<file path="config.mk">
export PLATFORM = sky130hd
export DESIGN_NAME = segwit_bech32_address_encoder_unit
export DESIGN_NICKNAME = d
export VERILOG_FILES = /design/src/rtl/sbae_pkg.sv /design/src/rtl/sbae_csr.sv /design/src/rtl/sbae_seq.sv /design/src/rtl/sbae_oreg.sv /design/src/rtl/segwit_bech32_address_encoder_unit.sv
export SDC_FILE = /design/constraint.sdc
export NUM_CORES = 1
export LEC_CHECK = 0
export BUFFER_PORTS_ARGS = -buffer_cell sky130_fd_sc_hd__buf_2
export CORE_ASPECT_RATIO = 0.5
export CORE_MARGIN = 2
export CORE_UTILIZATION = 40
export CTS_CLUSTER_SIZE = 10
export DETAILED_ROUTE_END_ITERATION = 10
export REMOVE_ABC_BUFFERS = 1
export SLEW_MARGIN = 20
export SYNTH_ARGS = -nofsm -noshare
export SYNTH_HDL_FRONTEND = slang
export SYNTH_HIERARCHICAL = 1
export SYNTH_SLANG_ARGS = --single-unit
</file>
<file path="constraint.sdc">
create_clock -name clock -period 3.35 [get_ports clock]
set_clock_uncertainty 0.05 [all_clocks]
set_input_delay 0.5025 -clock clock [delete_from_list [all_inputs] [get_ports clock]]
set_output_delay 0.5025 -clock clock [all_outputs]
set_load 0.01 [all_outputs]
</file>
<file path="src/rtl/sbae_pkg.sv">
// ----------------------------------------------------------------------------
// Segwit address encoder package
// Shared types, codes, constants and small functions: transaction payloads,
// the charset, the bech32 polymod step and the prefix check.
// ----------------------------------------------------------------------------
`default_nettype none

package sbae_pkg;

   // Input transaction: start with version, or one program byte
   typedef struct packed {
      logic       command;
      logic [7:0] value;
      logic       final_byte;
   } req_type;

   // Result transaction: one ASCII character of the address
   typedef struct packed {
      logic [6:0] character;
      logic       end_of_address;
      logic [2:0] status;
   } rsp_type;

   // Configuration seen by the sequencer
   typedef struct packed {
      logic [63:0] prefix_characters;
      logic [3:0]  prefix_length;
      logic        prefix_ok;
   } cfg_type;

   // Sequencer phases
   typedef enum logic [3:0] {
      PH_FIRST,
      PH_START_HI,
      PH_START_SEP,
      PH_START_LO,
      PH_START_ONE,
      PH_START_VER,
      PH_GROUP,
      PH_PAD,
      PH_ZERO,
      PH_CHECK
   } phase_type;

   // Commands
   localparam logic CMD_START = 1'b0;
   localparam logic CMD_BYTE  = 1'b1;

   // Register indexes
   localparam logic CSR_PREFIX_CHARACTERS = 1'b0;
   localparam logic CSR_PREFIX_LENGTH     = 1'b1;

   // Status codes
   localparam logic [2:0] ST_OK          = 3'd0;
   localparam logic [2:0] ST_BAD_PREFIX  = 3'd1;
   localparam logic [2:0] ST_BAD_VERSION = 3'd2;
   localparam logic [2:0] ST_BAD_LENGTH  = 3'd3;
   localparam logic [2:0] ST_NO_START    = 3'd4;

   // Limits and sizes
   localparam int         PREFIX_SLOTS       = 8;
   localparam logic [3:0] MAX_PREFIX_LENGTH  = 4'd8;
   localparam logic [7:0] MAX_VERSION        = 8'd16;
   localparam logic [5:0] MAX_PROGRAM_BYTES  = 6'd40;
   localparam logic [5:0] MIN_PROGRAM_BYTES  = 6'd2;
   localparam logic [5:0] V0_LENGTH_SHORT    = 6'd20;
   localparam logic [5:0] V0_LENGTH_LONG     = 6'd32;
   localparam logic [5:0] BYTE_COUNT_MAX     = 6'd63;
   localparam logic [3:0] BYTE_BITS          = 4'd8;
   localparam logic [3:0] GROUP_BITS         = 4'd5;
   localparam logic [2:0] CHECK_LAST         = 3'd5;

   // ASCII
   localparam logic [7:0] ASCII_FIRST_PRINT = 8'd33;
   localparam logic [7:0] ASCII_LAST_PRINT  = 8'd126;
   localparam logic [7:0] ASCII_UPPER_A     = 8'h41;
   localparam logic [7:0] ASCII_UPPER_Z     = 8'h5a;
   localparam logic [6:0] SEPARATOR_CHAR    = 7'h31;
   localparam logic [6:0] NULL_CHAR         = 7'h00;

   // Reset configuration: "bc"
   localparam logic [63:0] RESET_PREFIX     = 64'h6362;
   localparam logic [3:0]  RESET_PREFIX_LEN = 4'd2;

   // Checksum
   localparam logic [29:0] CHK_INIT      = 30'h1;
   localparam logic [29:0] BECH32_CONST  = 30'h1;
   localparam logic [29:0] BECH32M_CONST = 30'h2bc830a3;
   localparam logic [29:0] GEN_0         = 30'h3b6a57b2;
   localparam logic [29:0] GEN_1         = 30'h26508e6d;
   localparam logic [29:0] GEN_2         = 30'h1ea119fa;
   localparam logic [29:0] GEN_3         = 30'h3d4233dd;
   localparam logic [29:0] GEN_4         = 30'h2a1462b3;

   // First character sits in the top byte
   localparam logic [255:0] CHARSET = "qpzry9x8gf2tvdw0s3jn54khce6mua7l";

   function automatic logic [6:0] charset_char(input logic [4:0] grp);
      logic [4:0] slot;
      slot = 5'd31 - grp;
      return CHARSET[{slot, 3'd0} +: 7];
   endfunction

   function automatic logic [29:0] polymod_feed(input logic [29:0] chk,
                                                input logic [4:0]  v);
      logic [4:0]  top;
      logic [29:0] res;
      top = chk[29:25];
      res = {chk[24:0], 5'd0} ^ {25'd0, v};
      res = res ^ ({30{top[0]}} & GEN_0);
      res = res ^ ({30{top[1]}} & GEN_1);
      res = res ^ ({30{top[2]}} & GEN_2);
      res = res ^ ({30{top[3]}} & GEN_3);
      res = res ^ ({30{top[4]}} & GEN_4);
      return res;
   endfunction

   function automatic logic [7:0] prefix_char(input logic [63:0] chars,
                                              input logic [2:0]  idx);
      return chars[{idx, 3'd0} +: 8];
   endfunction

   function automatic logic prefix_valid(input logic [63:0] chars,
                                         input logic [3:0]  len);
      logic       ok;
      logic [7:0] c;
      ok = (len != 4'd0) && (len <= MAX_PREFIX_LENGTH);
      for (int i = 0; i < PREFIX_SLOTS; i++) begin
         c = chars[8*i +: 8];
         if ((4'(i) < len) &&
             ((c < ASCII_FIRST_PRINT) || (c > ASCII_LAST_PRINT) ||
              ((c >= ASCII_UPPER_A) && (c <= ASCII_UPPER_Z)))) begin
            ok = 1'b0;
         end
      end
      return ok;
   endfunction

   localparam logic RESET_PREFIX_OK = prefix_valid(RESET_PREFIX, RESET_PREFIX_LEN);

endpackage

`default_nettype wire

</file>
<file path="src/rtl/sbae_csr.sv">
// ----------------------------------------------------------------------------
// Segwit address encoder configuration registers
// Holds the prefix characters and length, and a registered prefix check.
// ----------------------------------------------------------------------------
`default_nettype none

module sbae_csr import sbae_pkg::*; (
   input  logic        clock,
   input  logic        reset,
   input  logic        csr_valid,
   output logic        csr_ready,
   input  logic        csr_index,
   input  logic [63:0] csr_wdata,
   output cfg_type     cfg
);

   logic [63:0] prefix_ff, prefix_in;
   logic [3:0]  len_ff, len_in;
   logic        ok_ff, ok_in;
   logic        write;

   assign csr_ready = 1'b1;
   assign write     = csr_valid && csr_ready;

   always_comb begin
      prefix_in = prefix_ff;
      len_in    = len_ff;
      if (write) begin
         unique case (csr_index)
            CSR_PREFIX_CHARACTERS: prefix_in = csr_wdata;
            CSR_PREFIX_LENGTH:     len_in    = csr_wdata[3:0];
         endcase
      end
      // check against the next values so the flag never lags the registers
      ok_in = prefix_valid(prefix_in, len_in);
   end

   always_ff @(posedge clock) begin
      if (reset) begin
         prefix_ff <= RESET_PREFIX;
         len_ff    <= RESET_PREFIX_LEN;
         ok_ff     <= RESET_PREFIX_OK;
      end else begin
         prefix_ff <= prefix_in;
         len_ff    <= len_in;
         ok_ff     <= ok_in;
      end
   end

   assign cfg.prefix_characters = prefix_ff;
   assign cfg.prefix_length     = len_ff;
   assign cfg.prefix_ok         = ok_ff;

endmodule

`default_nettype wire

</file>
<file path="src/rtl/sbae_seq.sv">
// ----------------------------------------------------------------------------
// Segwit address encoder sequencer
// Item register plus address state; one polymod step and at most one
// character per cycle.
// ----------------------------------------------------------------------------
`default_nettype none

module sbae_seq import sbae_pkg::*; (
   input  logic    clock,
   input  logic    reset,
   input  logic    req_valid,
   output logic    req_stall,
   input  req_type req_payload,
   input  cfg_type cfg,
   input  logic    out_ready,
   output logic    out_load,
   output rsp_type out_data
);

   logic        item_valid_ff, item_valid_in;
   req_type     item_ff, item_in;
   phase_type   phase_ff, phase_in;
   logic [2:0]  cnt_ff, cnt_in;
   logic [29:0] chk_ff, chk_in;
   logic [11:0] acc_ff, acc_in;
   logic [3:0]  nbits_ff, nbits_in;
   logic [5:0]  bcnt_ff, bcnt_in;
   logic [7:0]  version_ff, version_in;
   logic        in_addr_ff, in_addr_in;
   logic [2:0]  pend_ff, pend_in;

   logic        go, done, go_idle, req_accept;
   logic [3:0]  len_m1;
   logic [2:0]  last_idx;
   logic [7:0]  pchar;
   logic [5:0]  bcnt_inc;
   logic [2:0]  pend_new;
   logic [11:0] acc_cat;
   logic [3:0]  n_first, n_rest, nbits_m5;
   logic [4:0]  grp_first, grp_next, grp_pad;
   logic [3:0]  pad_mask;

   assign go         = item_valid_ff && out_ready;
   assign req_stall  = item_valid_ff && !(go && done);
   assign req_accept = req_valid && !req_stall;

   assign item_valid_in = req_accept ? 1'b1 : ((go && done) ? 1'b0 : item_valid_ff);
   assign item_in       = req_accept ? req_payload : item_ff;

   assign len_m1   = cfg.prefix_length - 4'd1;
   assign last_idx = len_m1[2:0];
   assign pchar    = prefix_char(cfg.prefix_characters, cnt_ff);

   assign bcnt_inc = (bcnt_ff == BYTE_COUNT_MAX) ? bcnt_ff : bcnt_ff + 6'd1;

   always_comb begin
      pend_new = pend_ff;
      if ((pend_ff == ST_OK) && (bcnt_inc > MAX_PROGRAM_BYTES)) begin
         pend_new = ST_BAD_LENGTH;
      end
      if (item_ff.final_byte && (pend_new == ST_OK) &&
          ((bcnt_inc < MIN_PROGRAM_BYTES) ||
           ((version_ff == 8'd0) && (bcnt_inc != V0_LENGTH_SHORT) &&
            (bcnt_inc != V0_LENGTH_LONG)))) begin
         pend_new = ST_BAD_LENGTH;
      end
   end

   // 8-to-5 regrouping; stale bits above the live count never reach a group
   assign acc_cat   = {acc_ff[3:0], item_ff.value};
   assign n_first   = nbits_ff + BYTE_BITS;
   assign n_rest    = n_first - GROUP_BITS;
   assign grp_first = 5'(acc_cat >> n_rest);
   assign nbits_m5  = nbits_ff - GROUP_BITS;
   assign grp_next  = 5'(acc_ff >> nbits_m5);
   assign pad_mask  = 4'((5'd1 << nbits_ff) - 5'd1);
   assign grp_pad   = 5'({1'b0, acc_ff[3:0] & pad_mask} << (GROUP_BITS - nbits_ff));

   always_comb begin
      phase_in   = phase_ff;
      cnt_in     = cnt_ff;
      chk_in     = chk_ff;
      acc_in     = acc_ff;
      nbits_in   = nbits_ff;
      bcnt_in    = bcnt_ff;
      version_in = version_ff;
      in_addr_in = in_addr_ff;
      pend_in    = pend_ff;
      out_load   = 1'b0;
      out_data   = '0;
      done       = 1'b0;
      go_idle    = 1'b0;
      if (go) begin
         unique case (phase_ff)
            PH_FIRST: begin
               if (item_ff.command == CMD_START) begin
                  // restart abandons any open address
                  version_in = item_ff.value;
                  in_addr_in = 1'b1;
                  pend_in    = ST_OK;
                  bcnt_in    = '0;
                  acc_in     = '0;
                  nbits_in   = '0;
                  chk_in     = CHK_INIT;
                  if (!cfg.prefix_ok) begin
                     pend_in = ST_BAD_PREFIX;
                     done    = 1'b1;
                  end else if (item_ff.value > MAX_VERSION) begin
                     pend_in = ST_BAD_VERSION;
                     done    = 1'b1;
                  end else begin
                     chk_in = polymod_feed(CHK_INIT, 5'(pchar >> 5));
                     if (last_idx == 3'd0) begin
                        phase_in = PH_START_SEP;
                     end else begin
                        phase_in = PH_START_HI;
                        cnt_in   = 3'd1;
                     end
                  end
               end else if (!in_addr_ff) begin
                  out_load                = 1'b1;
                  out_data.character      = NULL_CHAR;
                  out_data.end_of_address = 1'b1;
                  out_data.status         = ST_NO_START;
                  done                    = 1'b1;
               end else if (pend_new != ST_OK) begin
                  bcnt_in = bcnt_inc;
                  pend_in = pend_new;
                  done    = 1'b1;
                  if (item_ff.final_byte) begin
                     out_load                = 1'b1;
                     out_data.character      = NULL_CHAR;
                     out_data.end_of_address = 1'b1;
                     out_data.status         = pend_new;
                     go_idle                 = 1'b1;
                  end
               end else begin
                  bcnt_in            = bcnt_inc;
                  acc_in             = acc_cat;
                  nbits_in           = n_rest;
                  chk_in             = polymod_feed(chk_ff, grp_first);
                  out_load           = 1'b1;
                  out_data.character = charset_char(grp_first);
                  if (n_rest >= GROUP_BITS) begin
                     phase_in = PH_GROUP;
                  end else if (item_ff.final_byte) begin
                     phase_in = (n_rest != 4'd0) ? PH_PAD : PH_ZERO;
                  end else begin
                     done = 1'b1;
                  end
               end
            end
            PH_START_HI: begin
               chk_in = polymod_feed(chk_ff, 5'(pchar >> 5));
               if (cnt_ff == last_idx) begin
                  phase_in = PH_START_SEP;
               end else begin
                  cnt_in = cnt_ff + 3'd1;
               end
            end
            PH_START_SEP: begin
               chk_in   = polymod_feed(chk_ff, 5'd0);
               phase_in = PH_START_LO;
               cnt_in   = '0;
            end
            PH_START_LO: begin
               chk_in             = polymod_feed(chk_ff, pchar[4:0]);
               out_load           = 1'b1;
               out_data.character = pchar[6:0];
               if (cnt_ff == last_idx) begin
                  phase_in = PH_START_ONE;
               end else begin
                  cnt_in = cnt_ff + 3'd1;
               end
            end
            PH_START_ONE: begin
               chk_in             = polymod_feed(chk_ff, version_ff[4:0]);
               out_load           = 1'b1;
               out_data.character = SEPARATOR_CHAR;
               phase_in           = PH_START_VER;
            end
            PH_START_VER: begin
               out_load           = 1'b1;
               out_data.character = charset_char(version_ff[4:0]);
               done               = 1'b1;
            end
            PH_GROUP: begin
               nbits_in           = nbits_m5;
               chk_in             = polymod_feed(chk_ff, grp_next);
               out_load           = 1'b1;
               out_data.character = charset_char(grp_next);
               if (item_ff.final_byte) begin
                  phase_in = (nbits_m5 != 4'd0) ? PH_PAD : PH_ZERO;
               end else begin
                  done = 1'b1;
               end
            end
            PH_PAD: begin
               nbits_in           = '0;
               chk_in             = polymod_feed(chk_ff, grp_pad);
               out_load           = 1'b1;
               out_data.character = charset_char(grp_pad);
               phase_in           = PH_ZERO;
               cnt_in             = '0;
            end
            PH_ZERO: begin
               if (cnt_ff == CHECK_LAST) begin
                  // fold in the bech32 or bech32m constant
                  chk_in   = polymod_feed(chk_ff, 5'd0) ^
                             ((version_ff == 8'd0) ? BECH32_CONST : BECH32M_CONST);
                  phase_in = PH_CHECK;
                  cnt_in   = '0;
               end else begin
                  chk_in = polymod_feed(chk_ff, 5'd0);
                  cnt_in = cnt_ff + 3'd1;
               end
            end
            PH_CHECK: begin
               out_load                = 1'b1;
               out_data.character      = charset_char(chk_ff[29:25]);
               out_data.end_of_address = (cnt_ff == CHECK_LAST);
               chk_in                  = {chk_ff[24:0], 5'd0};
               if (cnt_ff == CHECK_LAST) begin
                  done    = 1'b1;
                  go_idle = 1'b1;
               end else begin
                  cnt_in = cnt_ff + 3'd1;
               end
            end
            default: begin
               phase_in = PH_FIRST;
            end
         endcase
         if (done) begin
            phase_in = PH_FIRST;
            cnt_in   = '0;
         end
         if (go_idle) begin
            chk_in     = CHK_INIT;
            acc_in     = '0;
            nbits_in   = '0;
            bcnt_in    = '0;
            in_addr_in = 1'b0;
            pend_in    = ST_OK;
         end
      end
   end

   always_ff @(posedge clock) begin
      if (reset) begin
         item_valid_ff <= 1'b0;
         phase_ff      <= PH_FIRST;
         cnt_ff        <= '0;
         chk_ff        <= CHK_INIT;
         acc_ff        <= '0;
         nbits_ff      <= '0;
         bcnt_ff       <= '0;
         version_ff    <= '0;
         in_addr_ff    <= 1'b0;
         pend_ff       <= ST_OK;
      end else begin
         item_valid_ff <= item_valid_in;
         phase_ff      <= phase_in;
         cnt_ff        <= cnt_in;
         chk_ff        <= chk_in;
         acc_ff        <= acc_in;
         nbits_ff      <= nbits_in;
         bcnt_ff       <= bcnt_in;
         version_ff    <= version_in;
         in_addr_ff    <= in_addr_in;
         pend_ff       <= pend_in;
      end
   end

   always_ff @(posedge clock) begin
      item_ff <= item_in;
   end

`ifndef SYNTHESIS
   a_idle_clean: assert property (@(posedge clock) disable iff (reset)
      !in_addr_ff |-> ((pend_ff == ST_OK) && (chk_ff == CHK_INIT) && (bcnt_ff == 6'd0)))
      else $error("address state not cleared while idle");

   a_phase_has_item: assert property (@(posedge clock) disable iff (reset)
      (phase_ff != PH_FIRST) |-> item_valid_ff)
      else $error("sequencer mid-item without a held transaction");

   a_error_form: assert property (@(posedge clock) disable iff (reset)
      (out_load && (out_data.status != ST_OK)) |->
         (out_data.end_of_address && (out_data.character == NULL_CHAR)))
      else $error("error status on a non-terminal character");

   a_end_goes_idle: assert property (@(posedge clock) disable iff (reset)
      (out_load && out_data.end_of_address) |=> !in_addr_ff)
      else $error("address still open after its last character");

   a_first_bits: assert property (@(posedge clock) disable iff (reset)
      (phase_ff == PH_FIRST) |-> (nbits_ff < GROUP_BITS))
      else $error("full group left over between bytes");
`endif

endmodule

`default_nettype wire

</file>
<file path="src/rtl/sbae_oreg.sv">
// ----------------------------------------------------------------------------
// Segwit address encoder output register
// Holds one result transaction; reloads in the cycle it is taken.
// ----------------------------------------------------------------------------
`default_nettype none

module sbae_oreg import sbae_pkg::*; (
   input  logic    clock,
   input  logic    reset,
   input  logic    load,
   input  rsp_type load_data,
   output logic    can_load,
   output logic    rsp_valid,
   input  logic    rsp_stall,
   output rsp_type rsp_payload
);

   logic    valid_ff, valid_in;
   rsp_type data_ff, data_in;

   assign can_load = !valid_ff || !rsp_stall;
   assign valid_in = load ? 1'b1 : (valid_ff && rsp_stall);
   assign data_in  = load ? load_data : data_ff;

   always_ff @(posedge clock) begin
      if (reset) begin
         valid_ff <= 1'b0;
      end else begin
         valid_ff <= valid_in;
      end
   end

   always_ff @(posedge clock) begin
      data_ff <= data_in;
   end

   assign rsp_valid   = valid_ff;
   assign rsp_payload = data_ff;

endmodule

`default_nettype wire

</file>
<file path="src/rtl/segwit_bech32_address_encoder_unit.sv">
// ----------------------------------------------------------------------------
// Segwit address encoder
// Streams a bech32 / bech32m segwit address as ASCII characters.
//
//   channel  direction  handshake          payload
//   req_     in         valid / stall      req_type  (command, value, final_byte)
//   rsp_     out        valid / stall      rsp_type  (character, end, status)
//   csr_     in         valid / ready      index (1 bit), wdata (64 bits)
//
// One polymod step per cycle, unless a stalled result holds it. A program
// byte gives one or two characters; a final byte adds any pad, six zero steps
// and six checksum characters; a start feeds the prefix high bits in first.
// Reset (synchronous) restores the "bc" prefix and closes any open address.
// A stalled result holds the sequencer; one held input transaction waits.
// ----------------------------------------------------------------------------
`default_nettype none

module segwit_bech32_address_encoder_unit import sbae_pkg::*; (
   input  logic        clock,
   input  logic        reset,
   input  logic        req_valid,
   output logic        req_stall,
   input  req_type     req_payload,
   output logic        rsp_valid,
   input  logic        rsp_stall,
   output rsp_type     rsp_payload,
   input  logic        csr_valid,
   output logic        csr_ready,
   input  logic        csr_index,
   input  logic [63:0] csr_wdata
);

   cfg_type cfg;
   logic    out_ready;
   logic    out_load;
   rsp_type out_data;

   sbae_csr u_csr (
      .clock     (clock),
      .reset     (reset),
      .csr_valid (csr_valid),
      .csr_ready (csr_ready),
      .csr_index (csr_index),
      .csr_wdata (csr_wdata),
      .cfg       (cfg)
   );

   sbae_seq u_seq (
      .clock       (clock),
      .reset       (reset),
      .req_valid   (req_valid),
      .req_stall   (req_stall),
      .req_payload (req_payload),
      .cfg         (cfg),
      .out_ready   (out_ready),
      .out_load    (out_load),
      .out_data    (out_data)
   );

   sbae_oreg u_oreg (
      .clock       (clock),
      .reset       (reset),
      .load        (out_load),
      .load_data   (out_data),
      .can_load    (out_ready),
      .rsp_valid   (rsp_valid),
      .rsp_stall   (rsp_stall),
      .rsp_payload (rsp_payload)
   );

endmodule

`default_nettype wire
</file>
### Yosys cells after proc, flatten, opt, wreduce, memory -nomap -nowiden

Cells that the tools add are included.

* add/subtract/negate cells: 13
* order comparisons: 45
* equal/unequal tests: 36
* shift operators: 10
* mux-type cells: 105
* bitwise gates (word level): 44
* reduce and logical (&&, ||, !) cells: 78

Operators with widths (number)
* $shiftx 256x9->7 const A: 5
* $xor 30x30->30: 29
* $pmux 30 s9: 1
* $mux 30: 7
* $xor 30x29->30: 7
* $xor 30x5->30: 5
* $mux 64: 2
* $mux 4: 22
* $ge 8x7->1 const B: 8
* $gt 8x7->1 const B: 8
* $le 8x7->1 const B: 8
* $lt 8x6->1 const B: 8
* $shiftx 64x7->8: 1
* $mux 12: 5
* $pmux 7 s7: 1
* $mux 3: 16
* $mux 6: 6
* $pmux 4 s9: 1
* $mux 1: 33
* $xor 30x3->30: 1
* $logic_and 1x1->1: 27
* $sub 5x5->5 const A: 5
* $ne 3x3->1 const B: 8
* $shr 12x4->5: 2
* 60 further kinds: 115

* bits in registers: 163
* input port bits: 80
* output and inout bits: 14
* logic and storage cells: 352

### Depth between registers and ports, before layout

Gate-level depths: netlist of the first run.

* depth in word-level cells: 22
* gate-level depth with buffers: 14
* gate-level depth less buffers: 11

### Modules after synthesis

Netlist of the first run, hierarchy kept.

Modules (own cells, without submodules)
* sbae_seq: instances 1, cells each 1034, area an instance 8125.3 um^2, seq. area each 1741.7 um^2
* sbae_csr: instances 1, cells each 468, area an instance 3721.1 um^2, seq. area each 1381.3 um^2
* sbae_oreg: instances 1, cells each 15, area an instance 362.8 um^2, seq. area each 350.3 um^2

### Worst setup path after synthesis of the first run

Ideal clock, no wire load.

* path type: register to register
* start: reg u_seq.nbits_ff[1]
* end: reg u_oreg.data_ff (netlist bit u_oreg/rsp_payload[7]), data pin
* setup time: 0.275 ns
* data arrival time: 3.015 ns
* required time: 3.025 ns
* setup slack: 0.010 ns
* stages on the path, launching flop included: 14
* buffers on the path: 4
* clock period less this slack: 3.340 ns
* cell sequence: dfxtp_1 clkbuf_1 inv_1 ha_1 buf_2 buf_2 nand2_1 nor3_1 mux2i_1 a211oi_1 buf_2 nor3_1 o31ai_1 a31oi_1

* longest elaborated chain between the ends: 9
* elaborated cells on any way between the ends: 20
* classes of those cells: add/sub (8); shift (7); mux (4); bitwise (1)

Ends and longest elaborated chain
* start: declaration: line sbae_seq.sv:26 `logic [3:0] nbits_ff, nbits_in;`
* start signal: assignment: line sbae_seq.sv:267 `nbits_ff <= nbits_in;`
* $add 4x4->4: line sbae_seq.sv:71 `assign n_first = nbits_ff + BYTE_BITS;`
* $sub 4x3->4: line sbae_seq.sv:72 `assign n_rest = n_first - GROUP_BITS;`
* $shr 12x4->5: line sbae_seq.sv:73 `assign grp_first = 5'(acc_cat >> n_rest);`
* $sub 5x5->5: line sbae_pkg.sv:100 `slot = 5'd31 - grp;`
* $shiftx 256x9->7: line sbae_pkg.sv:101 `return CHARSET[{slot, 3'd0} +: 7];`
* $mux 7: line sbae_seq.sv:126 `end else if (pend_new != ST_OK) begin`
* $mux 11: line sbae_seq.sv:120 `end else if (!in_addr_ff) begin`
* $mux 11: line sbae_seq.sv:96 `if (item_ff.command == CMD_START) begin`
* $pmux 7 s7 (*): line sbae_seq.sv:94 `unique case (phase_ff)`
* end signal: assignment: line sbae_oreg.sv:34 `data_ff <= data_in;`
* end: declaration: line sbae_oreg.sv:19 `rsp_type data_ff, data_in;`

Every way passes the cells marked *; elsewhere a longest branch is shown, timed or not.
A chain may end at the register's enable or synchronous reset.

### Worst setup path after layout of the first run

* start: reg u_seq.bcnt_ff[0]
* end: out req_stall

* longest elaborated chain between the ends: 19
* elaborated cells on any way between the ends: 26
* classes of those cells: add/sub (1); order compare (2); eq/ne (3); mux (9); reduce/logical (11)

Ends and longest elaborated chain
* start: declaration: line sbae_seq.sv:27 `logic [5:0] bcnt_ff, bcnt_in;`
* start signal: assignment: line sbae_seq.sv:268 `bcnt_ff <= bcnt_in;`
* $add 6x1->6 / $eq 6x6->1 (equally long branches): line sbae_seq.sv:54 `assign bcnt_inc = (bcnt_ff == BYTE_COUNT_MAX) ? bcnt_ff : bcnt_ff + 6'd1;`
* $mux 6 (*): line sbae_seq.sv:54
* $gt 6x6->1: line sbae_seq.sv:58 `if ((pend_ff == ST_OK) && (bcnt_inc > MAX_PROGRAM_BYTES)) begin`
* $logic_and 1x1->1: line sbae_seq.sv:58
* $mux 3: line sbae_seq.sv:58
* $logic_not 3->1: line sbae_seq.sv:61 `if (item_ff.final_byte && (pend_new == ST_OK) &&`
* $logic_and 1x1->1 (2 in a row): line sbae_seq.sv:61
* $mux 3 (*): line sbae_seq.sv:61
* $reduce_bool 3->1 (*): line sbae_seq.sv:126
* $mux 1 (*): line sbae_seq.sv:126
* $mux 1 (*): line sbae_seq.sv:120
* $mux 1 (*): line sbae_seq.sv:96
* $pmux 1 s4 (*): line sbae_seq.sv:94
* $mux 1 (*) (2 in a row): line sbae_seq.sv:93 `if (go) begin`
* $logic_and 1x1->1 (*): line sbae_seq.sv:44 `assign req_stall = item_valid_ff && !(go && done);`
* $logic_not 1->1 (*): line sbae_seq.sv:44
* $logic_and 1x1->1 (*): line sbae_seq.sv:44
* end: declaration: line segwit_bech32_address_encoder_unit.sv:22 `output logic req_stall,`

Every way passes the cells marked *; elsewhere a longest branch is shown, timed or not. The select of a mux whose other input is x is not followed.

==> flow_summary.yaml, run 1 <==
run_status:
  status: "completed"
cells_and_area:
  utilization: 0.4783
  postLayoutCellArea_sq_um: 14440
  syn2layout_area_growth_pct: 18.23
  drive_gt1_frac: 0.2233
  n_antenna_cell: 0
  layout.nets: 1736
route:
  wirelength_microns: 45140
  ant_nets: 0
  via_per_inst: 6.232
  firstDrtPassIters: 6
  via_count: 12810
  drc: 0
  drt_iter0_markers: 1451
  wire_per_inst_microns: 21.95
floorplanning:
  dieArea_sq_um: 32020
  initial_core_util: 0.4046
  fp-row-count: 45
  io_pins: 94
  coreArea_sq_um: 30180
  fp.dieW_microns: 251.1
  die-height_microns: 127.5
grt:
  top_usage_layer: "met2"
  grt_max_degree: 64
  grtUsageMet1: 0.3833
  grt_use_met3: 0.04014
  grt_pass1_vias: 11810
  gr-total-overflow: 0
  grtUsageTotal: 0.2782
  antenna_found_initial: 0
  grt_pass1_wl_microns: 69210
  use_met2: 0.4408
cts:
  clk_pin_slew_worst_paths_ns: 0.08
  clkSinkCount: 163
  cts_root_buf: "clkbuf_16"
  clk_path_buf_depth: 2
  cts_buffers: 17
  htree_levels: 4
  cts_hold_buf: 0
  cts_tree: "done"
  insertion_delay_ns: 0.47
placed_design:
  gp_congestion: 1.055
  dpl_cell_area_sq_um: 13520
  io_buffers: 92
  dp_hpwl_microns: 33270
worst_setup_path:
  cp-start-kind: "flip-flop"
  crit_chain: "buf_6, nand4_1, or4_4, nand2_2, nand3_2, o211ai_1, o21bai_2, nand2_2, a21boi_1, buf_2"
  r2r_slack_ns: 0.04
  critPathMostFrequentCell: "nand2_2"
  r2r-end: "u_oreg/rsp_payload[8]"
  slowest_delay_ns: 0.55
  crit_path_end_kind: "primary output"
  r2r_cells: 11
  crit_path_max_fanout: 7
  required_ns: 2.80
  arrival_ns: 2.79
  cp_slowest_cell: "or4_4"
  rr_startpoint: "u_seq/bcnt_ff[0]"
  worstSetupPathType: "flip-flop to primary output"
power_and_ir_drop:
  combPwrFrac: 0.184
  p_int_mw: 3.516
  leakagePower_nw: 5.501
  p_sw_frac: 0.3224
  irDropWorstVdd_mv: 0.3725
  p_switching_mw: 1.673
  pwr-share-seq: 0.410
  p_total_mw: 5.188
  power_density_nw_per_um2: 359.4
  p_clk_frac: 0.406
sta:
  period_needed_ns: 3.345
  tightest_slew_ns: 0.8033
  period_share: 0.9986
  finalHoldViolations: 0
  max_freq_mhz: 298.9
  slew_viol_final: 0
  rsz0062_at_grt: "true"
  relSlewSlack: 0.4609
  setup_violations: 0
yosys:
  ys_seq_elements: 163
  yosysMostFrequentCell: "nand2_1"
  netlist_area_sq_um: 12210
  synthTopCellsByCount: "208 x nand2_1, 151 x nor2_1, 142 x dfxtp_1, 109 x a21oi_1, 87 x o21ai_0"
  synth_area_leaders: "dfxtp_1 23%, nand2_1 6.4%, mux4_2 6.1%, mux2i_1 5.7%, edfxtp_1 5.2%"
  syn_avg_cell_area_sq_um: 8.048
  ys_warn_count: 6
  postSynthCellCount: 1517
  synth-edff-count: 21
  synthArstFlopShare: 0
  ys.flop_type: "dfxtp_1"
  ys_seq_area_frac: 0.2845
  yosys.cell_types.count: 98
  yosys.area.top_type: "dfxtp_1"
  yosys.area.top_type_share: 0.2328
hold_path:
  min_path_cells: 1
  hold_class: "primary input to flip-flop"
  hold_end: "u_seq/item_ff[9]"
  hp-start: "req_payload[9]"
flow_run:
  cap_violations: 0
## state kept, by name, summed over array words and instances (netlist names), 6 cells and up
name                cells
u_seq/acc_ff           12
u_seq/version_ff        8
u_seq/acc_cat           8
u_seq/bcnt_ff           6
u_seq/chk_ff           30
u_csr/prefix_ff        64
u_oreg/rsp_payload     11
## worst max-delay path by stage
stage	startpoint	to	slack, ns	cells after the start
floorplan	csr_index	u_csr/ok_ff	-1.41	7
global placement	u_seq/bcnt_ff[1]	u_oreg/rsp_payload[8]	-0.20	10
detailed placement	u_seq/bcnt_ff[1]	u_oreg/rsp_payload[8]	-0.14	10
CTS	u_seq/bcnt_ff[0]	u_seq/phase_ff[3]	-0.005	16
global route	u_seq/bcnt_ff[1]	req_stall	-0.05	11
finish	u_seq/bcnt_ff[0]	req_stall	0.005	10
## worst max-delay path: cells and delay by family, from the launching register on
| family | cells | cell delay, ns |
|---|---|---|
| AO/OA/AOI/OAI | 3 | 0.68 |
| AND/OR/NAND/NOR | 5 | 1.03 |
| buffers and inverters | 2 | 0.26 |
| flip-flops | 1 | 0.37 |
## power groups by stage
| stage | Sequential, mW | Combinational [mW] | Clock, mW |
|---|---|---|---|
| 6_report | 2.13 | 0.952 | 2.11 |
| 2_1_floorplan | 2.15 | 0.517 | 0 |
| 4_1_cts | 2.13 | 0.918 | 2.13 |
| 5_1_grt | 2.14 | 1.02 | 2.22 |
| 3_3_place_gp | 2.17 | 0.879 | 0 |
| 3_5_place_dp | 2.17 | 0.899 | 0 |
## area by class of cell
class / instances / area [sq um]
sequential: 163 / 3485
fill: 2959 / 15740
inverter: 47 / 176.4
multi-input combinational: 1196 / 8168
clock inverter: 13 / 141.4
timing repair buffer: 219 / 1490
clock buffer: 19 / 475.5
tap: 399 / 499.2
## stage by stage
stage                      TNS (ns)  hold WS [ns]  instances  setup WS, ns
after global placement      -0.2113        0.4074       2005       -0.1983
after detailed placement    -0.1776        0.4129       2005       -0.1414
after global routing       -0.05485        0.1496       2056      -0.05485
after CTS                 -0.005343        0.1490       2050     -0.005343
final                             0        0.1657       2056      0.004649
after floorplan              -37.39        0.3839       1406        -1.405
## cells in the final DEF (no fill, tap or decap), types with 18 or more instances in the layout
master	Yosys	final
edfxtp_1	21	21
nand2_1	208	206
a21oi_1	109	108
mux2i_1	70	70
inv_1	44	44
nand3_1	47	46
xnor2_1	27	27
mux4_2	33	33
o211ai_1	22	22
o21ai_0	87	82
nor2_1	151	151
xor2_1	18	18
nor3_1	43	42
a31oi_1	33	33
buf_2	28	91
clkbuf_16	0	19
mux2_2	20	20
a32oi_1	23	23
buf_4	10	120
dfxtp_1	142	135
## kinds of logic after synthesis
| family | Yosys count | share of synthesized area |
|---|---|---|
| and+or+nand+nor | 577 | 0.2231 |
| AOI/OAI and AO/OA | 433 | 0.2454 |
| DFF | 163 | 0.2845 |
| buffers and inverters | 158 | 0.05862 |
| muxes | 123 | 0.1367 |
| xor gates and xnor gates | 49 | 0.03823 |
| adders and majority gates | 13 | 0.01312 |
| other | 1 | 0.0003071 |
## what timing repair did
action / in CTS / in global routing
setup buffers: 13 / 7
setup endpoints to repair: 3 / 13
gates resized for setup: 17 / 23
pin swaps: 8 / 11
## layer usage
metal | share of wire | wire, microns | vias to the layer above
met5 | 0 | 0 | -
met4 | 0.036 | 1621 | 0
met3 | 0.071 | 3191 | 85
met2 | 0.45 | 20130 | 581
met1 | 0.45 | 20190 | 6246
li1 | - | - | 5902
Note: power is estimated with default switching activity, not from simulation.
==> inputs of run 2 (changes only) <==
- SYNTH_HIERARCHICAL: 1 -> default
==> flow_summary.yaml, run 2 <==
run_status:
  status: "completed"
cts:
  cts_tree: "done"
  cts_hold_buf: 0
  clk_path_buf_depth: 2
  clk_pin_slew_worst_paths_ns: 0.07
  cts_root_buf: "clkbuf_16"
  insertion_delay_ns: 0.46
  clkSinkCount: 163
  htree_levels: 4
  cts_buffers: 17
cells_and_area:
  largest_register: "u_csr.prefix_ff"
  layout.nets: 1565
  instances_no_fill: 1878
  drive_gt1_frac: 0.2049
  layout_top_registers: "u_csr.prefix_ff: 64 flops, u_seq.chk_ff: 30 flops, u_seq.acc_ff: 12 flops"
  layout_commonest_cell: "nand2_1"
  postLayoutCellArea_sq_um: 13460
  largest_reg_flops: 64
  layout_common_cells: "176 x nand2_1, 139 x dfxtp_1, 103 x a21oi_1, 100 x nor2_1, 92 x buf_2"
  syn2layout_area_growth_pct: 15.78
floorplanning:
  coreArea_sq_um: 28790
  initial_core_util: 0.4036
  fp-row-count: 44
  fp.dieW_microns: 245.1
  die-height_microns: 124.5
  io_pins: 94
  dieArea_sq_um: 30510
grt:
  use_met2: 0.3785
  grt_pass1_vias: 10720
  gr-total-overflow: 0
  grtUsageMet1: 0.3508
  top_usage_layer: "met2"
  grtUsageTotal: 0.2503
  grt_use_met3: 0.05559
  antenna_found_initial: 3
  grt_pass1_wl_microns: 60160
  grt_max_degree: 42
placed_design:
  dp_cells: 1840
  dpl_cell_area_sq_um: 12750
  dp_hpwl_microns: 28780
  io_buffers: 92
  gp_congestion: 0.9455
  place_ws_ns: 0.1212
yosys:
  yosys.cell_types.count: 102
  synth-edff-count: 21
  ys_seq_elements: 163
  synth_area_leaders: "dfxtp_1 24%, mux2i_1 6.7%, mux4_2 6.2%, nand2_1 5.7%, edfxtp_1 5.4%"
  ys_seq_area_frac: 0.2989
  netlist_area_sq_um: 11620
  ys.flop_type: "dfxtp_1"
  synthTopCellsByCount: "176 x nand2_1, 142 x dfxtp_1, 105 x a21oi_1, 101 x nor2_1, 78 x mux2i_1"
  synthArstFlopShare: 0
  yosys.area.top_type: "dfxtp_1"
  syn_avg_cell_area_sq_um: 8.421
  ys_warn_count: 0
  postSynthCellCount: 1380
  yosysMostFrequentCell: "nand2_1"
  yosys.area.top_type_share: 0.2446
sta:
  finalHoldViolations: 0
  post-route-worst-setup-slack_ns: 0.08247
  period_share: 0.9754
  relSlewSlack: 0.3000
  setup_violations: 0
  period_needed_ns: 3.268
  hold_slack_ns: 0.1718
  max_freq_mhz: 306.0
  tightest_slew_ns: 1.047
  slew_viol_final: 0
hold_path:
  min_path_cells: 1
  hold_class: "primary input to flip-flop"
  hp-start: "req_payload[2]"
  hold_end: "u_seq.acc_cat[1]"
route:
  wirelength_microns: 38250
  via_count: 11400
  drt_iter0_markers: 1146
  drc: 0
  firstDrtPassIters: 7
  wire_per_inst_microns: 20.37
  ant_nets: 0
  via_per_inst: 6.071
worst_setup_path:
  worstSetupPathType: "flip-flop to flip-flop"
  cp-start-kind: "flip-flop"
  arrival_ns: 3.40
  crit_path_max_fanout: 10
  crit_chain: "inv_1, buf_4, ha_1, a21oi_4, xnor2_2, mux2_2, a211o_1, nand2_1, o22ai_1, a221oi_1, o2bb2ai_1"
  slowest_delay_ns: 0.45
  r2r_slack_ns: 0.08
  r2r_cells: 11
  required_ns: 3.49
  cp_slowest_cell: "mux2_2"
  rr_startpoint: "u_seq.nbits_ff[1]"
  r2r-end: "u_oreg.rsp_payload[10]"
  crit_path_end_kind: "flip-flop"
power_and_ir_drop:
  leakagePower_nw: 5.105
  p_total_mw: 4.992
  power_density_nw_per_um2: 371.0
  irDropWorstVdd_mv: 0.3635
flow_run:
  cap_violations: 0
## run 2: changes by cell type after synthesis, moves of 10 or more
cell and change:
inv_1 -16, o32ai_2 -10, nand2_1 -32, nor2_1 -50
a22o_1 +11, nor4_1 +10, clkbuf_1 -12, a32oi_1 -20
o2bb2ai_1 +21, a31oi_1 -13, o21ai_0 -19
## run 2: final cells by class
type	count	area, sq um
fillers	2804	15340
multi-input cells	1082	7614
flip-flops and latches	163	3477
repair buffers	177	1169
well taps	391	489.2
clock buffers	18	429.2
clock inverters	12	150.1
inverters	32	120.1
diodes	3	7.507
## run 2: how the worst max path moves through the flow
stage                 startpoint                     end  slack, ns
2_1_floorplan          csr_index             u_csr.ok_ff      -1.28
3_3_place_gp   u_seq.nbits_ff[0]   u_oreg.rsp_payload[4]       0.18
3_5_place_dp   u_seq.nbits_ff[0]   u_oreg.rsp_payload[4]       0.12
4_1_cts         u_seq.bcnt_ff[0]               req_stall      0.008
5_1_grt        u_seq.nbits_ff[1]  u_oreg.rsp_payload[10]      -0.07
6_report       u_seq.nbits_ff[1]  u_oreg.rsp_payload[10]       0.08
## run 2: per-layer routing
layer / up-vias / part of all wire
met2: 424 / 0.44
met3: 63 / 0.071
met4: 0 / 0.025
met5: - / 0
met1: 5524 / 0.46
li1: 5390 / -
## run 2: critical path, delay by kind of cell, from the launching register on
family	cells	cell delay (ns)
xor+xnor	1	0.27
compound gates	5	1.22
mux	1	0.45
simple gates	1	0.22
flops	1	0.33
fa+ha+maj	1	0.23
buf+inv	2	0.20
## run 2: stage by stage
| step | util | TNS [ns] |
|---|---|---|
| floorplan | - | -19.45 |
| global placement | 0.4429 | 0 |
| detailed placement | 0.4429 | 0 |
| CTS | 0.4641 | 0 |
| global route | 0.4673 | -0.06922 |
| finish | 0.4673 | 0 |
## run 2: logic make-up (layout without fill, tap and decap cells)
logic type | count (synthesis) | count (layout) | share of synthesized area
xor+xnor | 50 | 50 | 0.04124
other cells | 1 | 4 | 0.0003227
fa+ha+maj | 12 | 12 | 0.01292
flops | 163 | 163 | 0.2989
mux | 126 | 126 | 0.1473
buf+inv | 135 | 239 | 0.05276
compound gates | 400 | 400 | 0.2385
simple gates | 493 | 493 | 0.2081
## run 2: what timing repair did
item,CTS,global route
pin swaps,0,3
setup buffers,0,5
gates resized for setup,5,14
setup endpoints to repair,1,31
## run 2: report_power, final
part           switching [mW]  internal [mW]  leakage, nW
combinational           0.522          0.357         3.47
sequential             0.0739           2.05         1.36
clock                   0.887           1.11        0.282
total                    1.48           3.51         5.11
==> inputs of run 3 (changes only) <==
- PLACE_DENSITY: default -> 0.57
==> flow_summary.yaml, run 3 (synthesized netlist as in run 2, its figures left out) <==
placed_design:
  io_buffers: 92
  dp_hpwl_microns: 28890
  dpl_cell_area_sq_um: 12760
  dp_cells: 1848
  gp_congestion: 0.9487
cells_and_area:
  num-fill-cells: 2781
  syn2layout_area_growth_pct: 15.68
  layout_top_registers: "u_csr.prefix_ff: 64 flops, u_seq.chk_ff: 30 flops, u_seq.acc_ff: 12 flops"
  postLayoutCellArea_sq_um: 13440
  layout.nets: 1570
  instances_no_fill: 1882
  largest_register: "u_csr.prefix_ff"
  layout_common_cells: "176 x nand2_1, 142 x dfxtp_1, 105 x a21oi_1, 100 x nor2_1, 92 x buf_2"
  seqCellArea_sq_um: 3473
  largest_reg_flops: 64
  multi_input_area_sq_um: 7654
  drive_gt1_frac: 0.2093
  n_antenna_cell: 0
  layout_commonest_cell: "nand2_1"
sta:
  setup_violations: 0
  period_share: 0.9818
  max_freq_mhz: 304.0
  finalHoldViolations: 0
  relSlewSlack: 0.4193
  slew_viol_final: 0
  rsz0062_at_grt: "true"
  period_needed_ns: 3.289
  tightest_slew_ns: 0.8648
power_and_ir_drop:
  leakagePower_nw: 5.120
  p_total_mw: 4.900
  irDropWorstVdd_mv: 0.3820
  power_density_nw_per_um2: 364.5
worst_setup_path:
  crit_chain: "nor4_1, and2_1, nand2_1, a31oi_2, o21ai_2, inv_1, buf_2"
  cpLargestDelayFamily: "simple AND/OR/NAND/NOR gates"
  crit_path_end_kind: "primary output"
  rr_startpoint: "u_seq.nbits_ff[0]"
  crit_path_max_fanout: 7
  r2r_cells: 9
  arrival_ns: 2.74
  required_ns: 2.80
  cp-start-kind: "flip-flop"
  slowest_delay_ns: 0.72
  path_buf_inv: 2
  worstSetupPathType: "flip-flop to primary output"
  r2r-end: "u_oreg.rsp_payload[4]"
  cp_slowest_cell: "nor4_1"
  r2r_slack_ns: 0.09
hold_path:
  hold_end: "u_seq.acc_cat[5]"
  hold_class: "primary input to flip-flop"
  min_path_cells: 1
  hp-start: "req_payload[6]"
floorplanning:
  initial_core_util: 0.4036
  coreArea_sq_um: 28790
  dieArea_sq_um: 30510
  die-height_microns: 124.5
  io_pins: 94
  fp-row-count: 44
  fp.dieW_microns: 245.1
route:
  firstDrtPassIters: 6
  ant_nets: 0
  wire_per_inst_microns: 20.39
  via_per_inst: 6.048
  drc: 0
  via_count: 11380
  drt_iter0_markers: 1068
  wirelength_microns: 38370
cts:
  cts_hold_buf: 0
  cts_buffers: 17
  clkSinkCount: 163
  cts_root_buf: "clkbuf_16"
  htree_levels: 4
  insertion_delay_ns: 0.45
  clk_pin_slew_worst_paths_ns: 0.07
  clk_path_buf_depth: 2
  cts_tree: "done"
grt:
  grtUsageTotal: 0.2531
  gr-total-overflow: 0
  grt_pass1_wl_microns: 60750
  grt_max_degree: 45
  grt_pass1_vias: 10660
  antenna_found_initial: 0
run_status:
  status: "completed"
flow_run:
  cap_violations: 0
## run 3: changes by cell type in the layout (fill, tap and decap cells not counted), moves of 3 or more
cell,previous run,this run
buf_12,5,1
buf_4,78,87
dfxtp_1,139,142
diode_2,3,0
dfxtp_2,3,0
## run 3: worst max path at each step
stage / slack (ns) / from / to / cells after the start
5_1_grt: -0.05 / u_seq.bcnt_ff[0] / req_stall / 10
3_5_place_dp: 0.009 / u_seq.nbits_ff[1] / u_oreg.rsp_payload[10] / 10
6_report: 0.06 / u_seq.acc_cat[5] / req_stall / 7
4_1_cts: 0.03 / u_seq.bcnt_ff[0] / req_stall / 10
3_3_place_gp: -0.01 / u_seq.bcnt_ff[0] / u_oreg.rsp_payload[5] / 9
2_1_floorplan: -1.28 / csr_index / u_csr.ok_ff / 8
## run 3: cell type report
| cell class | instances | share of cell area |
|---|---|---|
| repair buffers | 182 | 0.08600 |
| well taps | 391 | 0.03639 |
| clock inverters | 12 | 0.006981 |
| multi-input cells | 1082 | 0.5693 |
| clock buffers | 20 | 0.03397 |
| flip-flops and latches | 163 | 0.2584 |
| inverters | 32 | 0.008935 |
## run 3: metal layers
metal / vias to the layer above / global-route usage / wire [microns]
li1: 5390 / - / -
met1: 5499 / 0.3624 / 18130
met2: 441 / 0.3825 / 16630
met3: 52 / 0.05796 / 2915
met4: 0 / 0.06349 / 694
met5: - / 0 / 0
## run 3: report_power, final
group          switching (mW)  internal, mW
combinational           0.520         0.359
sequential             0.0724          2.05
clock                   0.901          1.00
## run 3: through the flow
step | setup WS (ns) | hold slack [ns] | setup TNS, ns | util
finish | 0.06096 | 0.1729 | 0 | 0.4669
detailed placement | 0.008828 | 0.4256 | 0 | 0.4432
global route | -0.04753 | 0.1532 | -0.04753 | 0.4669
CTS | 0.02851 | 0.1558 | 0 | 0.4637
global placement | -0.01264 | 0.4177 | -0.01264 | 0.4432
floorplan | -1.282 | 0.3994 | -19.45 | -
## run 3: repair_timing
item / CTS / global route
setup endpoints to repair: 1 / 40
setup buffers: 2 / 0
pin swaps: 1 / 0
hold endpoints to repair: 0 / 0
gates resized for setup: 4 / 18
